$ cat src/rtl/core/blr_pkg.sv
package blr_pkg;

   localparam int COORD_BITS = 10;
   localparam int ERR_BITS = COORD_BITS + 1;
   localparam int CFG_BITS = 10;
   localparam int CSR_INDEX_BITS = 1;
   localparam int COLOR_BITS = 32;
   localparam int STATUS_BITS = 3;
   localparam int CMP_BITS = (COORD_BITS > CFG_BITS) ? COORD_BITS : CFG_BITS;

   localparam logic [CFG_BITS-1:0] WIDTH_RESET = CFG_BITS'(640);
   localparam logic [CFG_BITS-1:0] HEIGHT_RESET = CFG_BITS'(480);

   localparam logic [CSR_INDEX_BITS-1:0] CSR_SCREEN_WIDTH = CSR_INDEX_BITS'(0);
   localparam logic [CSR_INDEX_BITS-1:0] CSR_SCREEN_HEIGHT = CSR_INDEX_BITS'(1);

   localparam logic CMD_START = 1'b0;
   localparam logic CMD_STEP = 1'b1;

   localparam logic [STATUS_BITS-1:0] STATUS_PIXEL = 3'd0;
   localparam logic [STATUS_BITS-1:0] STATUS_ACCEPTED = 3'd1;
   localparam logic [STATUS_BITS-1:0] STATUS_RANGE = 3'd2;
   localparam logic [STATUS_BITS-1:0] STATUS_VERTICAL = 3'd3;
   localparam logic [STATUS_BITS-1:0] STATUS_NO_LINE = 3'd4;

   typedef struct packed {
      logic                  cmd;
      logic [COORD_BITS-1:0] x_start;
      logic [COORD_BITS-1:0] y_start;
      logic [COORD_BITS-1:0] x_end;
      logic [COORD_BITS-1:0] y_end;
      logic [COLOR_BITS-1:0] pen_color;
   } req_item_type;

   typedef struct packed {
      logic [COORD_BITS-1:0]  pixel_x;
      logic [COORD_BITS-1:0]  pixel_y;
      logic [COLOR_BITS-1:0]  pixel_color;
      logic                   is_last;
      logic [STATUS_BITS-1:0] status;
   } rsp_item_type;

   typedef struct packed {
      logic [COORD_BITS-1:0] cur_x;
      logic [COORD_BITS-1:0] cur_y;
      logic [COORD_BITS-1:0] goal_x;
      logic [COORD_BITS-1:0] goal_y;
      logic [ERR_BITS-1:0]   err_acc;
      logic [COORD_BITS-1:0] major_delta;
      logic [COORD_BITS-1:0] minor_delta;
      logic                  x_down;
      logic                  y_down;
      logic                  y_major;
      logic                  active;
      logic [COLOR_BITS-1:0] held_color;
   } line_state_type;

endpackage

$ cat src/rtl/core/blr_csr.sv
module blr_csr
   import blr_pkg::*;
(
   input  logic                      clock,
   input  logic                      reset,
   input  logic                      csr_valid,
   output logic                      csr_ready,
   input  logic [CSR_INDEX_BITS-1:0] csr_index,
   input  logic [CFG_BITS-1:0]       csr_data,
   output logic [CFG_BITS-1:0]       screen_width,
   output logic [CFG_BITS-1:0]       screen_height
);

   logic [CFG_BITS-1:0] width_ff, width_in;
   logic [CFG_BITS-1:0] height_ff, height_in;

   assign csr_ready = 1'b1;

   always_comb begin
      width_in = width_ff;
      height_in = height_ff;
      if (csr_valid) begin
         case (csr_index)
            CSR_SCREEN_WIDTH: width_in = csr_data;
            CSR_SCREEN_HEIGHT: height_in = csr_data;
            default: ;
         endcase
      end
   end

   always_ff @(posedge clock) begin
      if (reset) begin
         width_ff <= WIDTH_RESET;
         height_ff <= HEIGHT_RESET;
      end else begin
         width_ff <= width_in;
         height_ff <= height_in;
      end
   end

   assign screen_width = width_ff;
   assign screen_height = height_ff;

endmodule

$ cat src/rtl/core/blr_step.sv
module blr_step
   import blr_pkg::*;
(
   input  req_item_type        item,
   input  line_state_type      state,
   input  logic [CFG_BITS-1:0] screen_width,
   input  logic [CFG_BITS-1:0] screen_height,
   output line_state_type      state_next,
   output rsp_item_type        result
);

   logic [CMP_BITS-1:0]   xs_w, xe_w, ys_w, ye_w, width_w, height_w;
   logic                  out_of_range;
   logic                  x_neg, y_neg;
   logic [COORD_BITS-1:0] dx, dy;
   logic                  dy_major;
   logic [ERR_BITS-1:0]   err_sum;
   logic                  minor_step;
   logic [ERR_BITS-1:0]   err_next;
   logic [COORD_BITS-1:0] x_moved, y_moved;
   logic [COORD_BITS-1:0] step_x, step_y;
   logic                  last;

   always_comb begin
      xs_w = CMP_BITS'(item.x_start);
      xe_w = CMP_BITS'(item.x_end);
      ys_w = CMP_BITS'(item.y_start);
      ye_w = CMP_BITS'(item.y_end);
      width_w = CMP_BITS'(screen_width);
      height_w = CMP_BITS'(screen_height);
      out_of_range = (item.x_start == '0) || (item.x_end == '0) ||
                     (item.y_start == '0) || (item.y_end == '0) ||
                     (xs_w >= width_w) || (xe_w >= width_w) ||
                     (ys_w >= height_w) || (ye_w >= height_w);
      x_neg = item.x_end < item.x_start;
      y_neg = item.y_end < item.y_start;
      dx = x_neg ? item.x_start - item.x_end : item.x_end - item.x_start;
      dy = y_neg ? item.y_start - item.y_end : item.y_end - item.y_start;
      dy_major = dy > dx;
   end

   // error stays below twice the major delta, so the sum cannot wrap
   always_comb begin
      err_sum = state.err_acc + ERR_BITS'(state.minor_delta);
      minor_step = err_sum >= ERR_BITS'(state.major_delta);
      err_next = minor_step ? err_sum - ERR_BITS'(state.major_delta) : err_sum;
      x_moved = state.x_down ? state.cur_x - 1'b1 : state.cur_x + 1'b1;
      y_moved = state.y_down ? state.cur_y - 1'b1 : state.cur_y + 1'b1;
      if (state.y_major) begin
         step_y = y_moved;
         step_x = minor_step ? x_moved : state.cur_x;
         last = y_moved == state.goal_y;
      end else begin
         step_x = x_moved;
         step_y = minor_step ? y_moved : state.cur_y;
         last = x_moved == state.goal_x;
      end
   end

   always_comb begin
      state_next = state;
      result = '0;
      case (item.cmd)
         CMD_START: begin
            state_next.active = 1'b0;
            if (out_of_range) begin
               result.status = STATUS_RANGE;
            end else if (item.x_start == item.x_end) begin
               result.status = STATUS_VERTICAL;
            end else begin
               state_next.cur_x = item.x_start;
               state_next.cur_y = item.y_start;
               state_next.goal_x = item.x_end;
               state_next.goal_y = item.y_end;
               state_next.x_down = x_neg;
               state_next.y_down = y_neg;
               state_next.y_major = dy_major;
               state_next.major_delta = dy_major ? dy : dx;
               state_next.minor_delta = dy_major ? dx : dy;
               state_next.err_acc = ERR_BITS'((dy_major ? dy : dx) >> 1);
               state_next.held_color = item.pen_color;
               state_next.active = 1'b1;
               result.pixel_x = item.x_start;
               result.pixel_y = item.y_start;
               result.pixel_color = item.pen_color;
               result.status = STATUS_ACCEPTED;
            end
         end
         CMD_STEP: begin
            if (!state.active) begin
               result.status = STATUS_NO_LINE;
            end else begin
               state_next.err_acc = err_next;
               state_next.cur_x = step_x;
               state_next.cur_y = step_y;
               state_next.active = !last;
               result.pixel_x = step_x;
               result.pixel_y = step_y;
               result.pixel_color = state.held_color;
               result.is_last = last;
               result.status = STATUS_PIXEL;
            end
         end
         default: ;
      endcase
   end

endmodule

$ cat src/rtl/core/line_rasterizer_bresenham_unit.sv
// Bresenham line rasterizer, all eight octants.
// req_ channel: one item per command. cmd start latches a line (endpoints
// and colour) and answers with the start pixel or a reject status; cmd step
// answers with the next pixel (is_last marks the end point) or STATUS_NO_LINE.
// rsp_ channel: exactly one result item per request item, in order.
// csr_ channel: screen_width (index 0) and screen_height (index 1); always
// ready, write only while no item is in flight.
// Path: an accepted item passes through the input register, then the result
// register. Throughput: one item per cycle while rsp_stall is low; the step
// arithmetic (one add, one compare, one subtract, coordinate increments) sits
// between the input register and the line state / result registers.
// Reset clears both registers' valid flags, the line state (no active line)
// and loads the screen bounds with 640 and 480.
// While rsp_stall is high the result register holds; one further item is
// taken into the input register, after which req_stall rises.
module line_rasterizer_bresenham_unit
   import blr_pkg::*;
(
   input  logic                      clock,
   input  logic                      reset,
   input  logic                      req_valid,
   output logic                      req_stall,
   input  req_item_type              req_item,
   output logic                      rsp_valid,
   input  logic                      rsp_stall,
   output rsp_item_type              rsp_item,
   input  logic                      csr_valid,
   output logic                      csr_ready,
   input  logic [CSR_INDEX_BITS-1:0] csr_index,
   input  logic [CFG_BITS-1:0]       csr_data
);

   logic [CFG_BITS-1:0] screen_width;
   logic [CFG_BITS-1:0] screen_height;

   logic           in_valid_ff, in_valid_in;
   req_item_type   in_item_ff, in_item_in;
   logic           out_valid_ff, out_valid_in;
   rsp_item_type   out_item_ff, out_item_in;
   line_state_type state_ff, state_in;
   line_state_type state_next;
   rsp_item_type   step_result;
   logic           out_free;
   logic           fire;
   logic           req_take;

   blr_csr u_csr (
      .clock        (clock),
      .reset        (reset),
      .csr_valid    (csr_valid),
      .csr_ready    (csr_ready),
      .csr_index    (csr_index),
      .csr_data     (csr_data),
      .screen_width (screen_width),
      .screen_height(screen_height)
   );

   blr_step u_step (
      .item         (in_item_ff),
      .state        (state_ff),
      .screen_width (screen_width),
      .screen_height(screen_height),
      .state_next   (state_next),
      .result       (step_result)
   );

   assign out_free = !out_valid_ff || !rsp_stall;
   assign fire = in_valid_ff && out_free;
   assign req_stall = in_valid_ff && !out_free;
   assign req_take = req_valid && !req_stall;

   always_comb begin
      in_valid_in = in_valid_ff;
      in_item_in = in_item_ff;
      out_valid_in = out_valid_ff;
      out_item_in = out_item_ff;
      state_in = state_ff;
      if (out_free) begin
         out_valid_in = in_valid_ff;
      end
      if (fire) begin
         out_item_in = step_result;
         state_in = state_next;
         in_valid_in = 1'b0;
      end
      // refill the input register whenever it empties or is drained
      if (req_take) begin
         in_valid_in = 1'b1;
         in_item_in = req_item;
      end
   end

   always_ff @(posedge clock) begin
      if (reset) begin
         in_valid_ff <= 1'b0;
         out_valid_ff <= 1'b0;
         state_ff <= '0;
      end else begin
         in_valid_ff <= in_valid_in;
         out_valid_ff <= out_valid_in;
         state_ff <= state_in;
      end
      in_item_ff <= in_item_in;
      out_item_ff <= out_item_in;
   end

   assign rsp_valid = out_valid_ff;
   assign rsp_item = out_item_ff;

   a_last_ends_line: assert property (@(posedge clock) disable iff (reset)
      fire && step_result.is_last |=> !state_ff.active)
      else $error("line still active after end pixel");

   a_pixel_needs_line: assert property (@(posedge clock) disable iff (reset)
      fire && in_item_ff.cmd == CMD_STEP && step_result.status == STATUS_PIXEL
      |-> state_ff.active)
      else $error("pixel produced without an active line");

   a_reject_ends_line: assert property (@(posedge clock) disable iff (reset)
      fire && in_item_ff.cmd == CMD_START && step_result.status != STATUS_ACCEPTED
      |=> !state_ff.active)
      else $error("rejected start left a line active");

   a_fire_loads_result: assert property (@(posedge clock) disable iff (reset)
      fire |=> out_valid_ff)
      else $error("processed item did not reach the result register");

   a_stall_when_full: assert property (@(posedge clock) disable iff (reset)
      req_stall |-> in_valid_ff && out_valid_ff)
      else $error("input stalled with room to spare");

endmodule

$ cat config.mk
export PLATFORM = sky130hd
export DESIGN_NAME = line_rasterizer_bresenham_unit
export DESIGN_NICKNAME = d
export VERILOG_FILES = /design/src/rtl/core/blr_pkg.sv /design/src/rtl/core/blr_csr.sv /design/src/rtl/core/blr_step.sv /design/src/rtl/core/line_rasterizer_bresenham_unit.sv
export SDC_FILE = /design/constraint.sdc
export NUM_CORES = 1
export LEC_CHECK = 0
export BUFFER_PORTS_ARGS = -buffer_cell sky130_fd_sc_hd__buf_2
export CORE_AREA = 2 2 161 163
export DETAILED_ROUTE_END_ITERATION = 10
export DIE_AREA = 0 0 163 165
export MAX_ROUTING_LAYER = met4
export PLACE_DENSITY = 0.79
export SLEW_MARGIN = 20
export SYNTH_ARGS = -nofsm -noshare
export SYNTH_HDL_FRONTEND = slang
export SYNTH_SLANG_ARGS = --single-unit
$ cat constraint.sdc
create_clock -name clock -period 6.4 [get_ports clock]
set_input_delay 0.32 -clock clock [delete_from_list [all_inputs] [get_ports clock]]
set_output_delay 0.32 -clock clock [all_outputs]
set_load 0.02 [all_outputs]
==> results.toml <==
[synthesis]
synth_top_area_share_pct = 26.39
synthArstFlopShare_pct = 0
postSynthNetCount = 1758
synth-seq-cells = 258
synthTopCellsByCount = "233 x nand2_1, 143 x a21oi_1, 129 x dfxtp_1, 129 x edfxtp_1, 124 x ha_1"
synth-edff-count = 129
avgSynthCellArea_um2 = 9.551
synth_ff_type = "edfxtp_1"
synth_cells = 1537
synth_area_leaders = "edfxtp_1 26%, dfxtp_1 18%, ha_1 11%"
synth.distinct_cells = 82
seq_area_frac_synth_pct = 43.98
syn_area_um2 = 14680
yosys.area.top_type = "edfxtp_1"
synth_most_common_cell = "nand2_1"
yosysWarnings = 0

[timing]
timing.setup.tns_ns = 0
period_minus_slack_ns = 5.117
max_slew_margin_pct = 25.37
max_freq_ghz = 0.1954
fin_worst_skew_ns = 0.02928
whs_ns = 0.01784
setup_viol = 0
rsz0062_at_grt = "no"
fin_ws_ns = 1.283
finalCritPeriodShare_pct = 79.95
worst_slew_pin_slew_ns = 1.109
drv_slew = 0
hold_viol = 0

[critical_path]
arrival_ns = 5.52
cp_max_fo = 25
critical_path_class = "flop to flop"
startpoint_type = "flop"
crit_required_ns = 6.80
endpoint_kind = "flop"
worst_r2r_path_depth = 21

[placement]
gp_congestion = 0.9897
place_area_um2 = 15660
dp_cells = 1955
io_buffers = 146
pre_cts_ws_ns = 1.395
dp_hpwl_um = 28740

[finish]
area_growth_syn_to_layout_pct = 17.59
multi_input_area_um2 = 7571
layout.nets = 1951
fin_cells = 2082
seqCellArea_um2 = 6456
final_cell_area_um2 = 17260
drive_above_1_share_pct = 12.62
final_util_pct = 68.95
fill_cells = 1864

[clock_network]
cts.sink_count = 258
cts_tree = "done"
cts-resized-gates = 0
clock_path_buffers = 3
clk_pin_slew_ns = 0.06
insertion_delay_ns = 0.56
cts_buffers = 27
cts-htree-levels = 1
cts_root_buffer = "clkbuf_16"

[drt]
routed_wl_um = 41740
vias_per_cell = 6.054
dr.pass1.iters = 7
drt_iter0_markers = 1186
detail-route-antenna-nets = 0
vias = 12610
drc = 0
routedWlPerCell_um = 20.05

[power]
p_leak_nw = 7.031
p_int_mw = 2.951
seqPwrFrac_pct = 44.7
ir_drop_v = 0.0002300
comb_power_share_pct = 19.0
p_total_mw = 4.154
switching_share_pct = 28.95
p_switching_mw = 1.203
clkPwrFrac_pct = 36.2
power.density_nw_per_um2 = 240.6

[floorplanning]
die_area_um2 = 26900
start_util_pct = 58.64
fp-row-count = 58
die_w_um = 163
coreArea_um2 = 25040
io_pins = 148
fp.dieH_um = 165

[global_route]
grt.overflow.total = 0
track_usage_pct = 31.41
grt_pass1_wl_um = 64270
grt_pass1_vias = 12220
grt_max_degree = 74
antenna_found_initial = 1

[flow_run]
drv_cap = 0

[min_path]
hold_depth = 3
hold_class = "input port to flop"

[status]
outcome = "finished clean"
==> worst paths after layout <==
kind | startpoint | endpoint | slack [ns]
min | csr_data[0] | u_csr.screen_width[0] | 0.02
max reg2reg | in_item_ff[32] | state_ff[62] | 1.28
max | in_item_ff[32] | state_ff[62] | 1.28
min reg2reg | state_ff[4] | state_ff[4] | 0.45
==> cell usage in the layout, fill, tap and decap left out, types with 9 or more instances in the layout <==
cell           synthesis  routed
mux2i_1               27      27
and3_1                10      10
clkbuf_1              44      14
o21ai_0               54      54
nand2b_1               9       9
a32oi_1               11      11
nor2_1                83      81
xnor2_1               45      45
nand4_1               18      18
nor2b_1               12      11
buf_2                 20     145
xor2_1                23      23
buf_4                  2      12
a22o_1                33      33
a21o_1                22      22
nand2_1              233     233
a221o_1                9       9
o211ai_1              17      17
dlygate4sd3_1          0      76
edfxtp_1             129     129
a211oi_1              22      22
nor4_1                18      18
nor3_1                20      20
nand3b_1               9       9
a21oi_1              143     143
a31oi_1               11      11
clkbuf_16              0      28
inv_1                101     100
ha_1                 124     124
dfxtp_1              129     129
o22ai_1               23      23
==> flip-flops by register name, indices dropped and copies added, names as in the netlist <==
name / cells
state_ff: 107
in_item_ff: 73
rsp_item: 56
u_csr.screen_height: 10
u_csr.screen_width: 10
in_valid_ff: 1
rsp_valid: 1
==> per-layer routing <==
| metal | GRT usage, % | wire length, µm | share of wire [%] |
|---|---|---|---|
| met1 | 39.70 | 17410 | 42 |
| met3 | 4.922 | 3134 | 7.5 |
| met2 | 51.33 | 19640 | 47 |
| met4 | 11.63 | 1568 | 3.8 |
| met5 | - | 0 | 0 |
==> worst max-delay path, cell delays in order (launching register included) <==
cell and delay, ns:
edfxtp_1 0.43, inv_1 0.11, ha_1 0.17, inv_1 0.06
fa_1 0.38, a21oi_1 0.19, o22ai_1 0.12, nor4_1 0.25
o31a_1 0.57, o21ai_0 0.22, xnor2_1 0.38, ha_1 0.33
a21oi_1 0.15, nor2b_1 0.06, o21ai_0 0.14, o211ai_1 0.12
a221o_1 0.34, o31ai_2 0.07, buf_4 0.30, mux2i_1 0.15
a221oi_1 0.33, nor3_1 0.08
==> cell families (layout without fill, tap and decap cells) <==
family / count (synthesis) / in the layout / share of synthesized area, %
AND/OR/NAND/NOR: 449 / 449 / 13.85
buffers and inverters: 171 / 385 / 4.645
flip-flops: 258 / 258 / 43.98
XOR/XNOR: 69 / 69 / 4.210
AO/OA/AOI/OAI: 428 / 428 / 19.64
adder cells (fa/ha/maj): 132 / 132 / 11.66
multiplexers: 29 / 29 / 1.994
other: 1 / 2 / 0.02554
==> repair_timing <==
action | CTS | global route
endpoints found under the setup margin | 0 | 0
hold buffers | 76 | 0
setup buffers | 0 | 0
endpoints found under the hold margin | 76 | 0
==> layout make-up <==
type | count | share of cell area (%)
antenna | 1 | 0.01450
clock buffer | 45 | 4.602
clock inverter | 5 | 0.2899
inverter | 101 | 2.196
multi-input combinational | 1108 | 43.86
sequential | 258 | 37.40
tap | 330 | 2.392
timing repair buffer | 234 | 9.248
==> power groups by stage <==
stage | sequential [mW] | combinational, mW | clock, mW
3_3_place_gp | 1.89 | 0.727 | 0
2_1_floorplan | 1.90 | 0.504 | 0
5_1_grt | 1.86 | 0.864 | 1.58
6_report | 1.86 | 0.791 | 1.51
4_1_cts | 1.85 | 0.774 | 1.52
3_5_place_dp | 1.89 | 0.733 | 0
(Power assumes the default switching activity.)
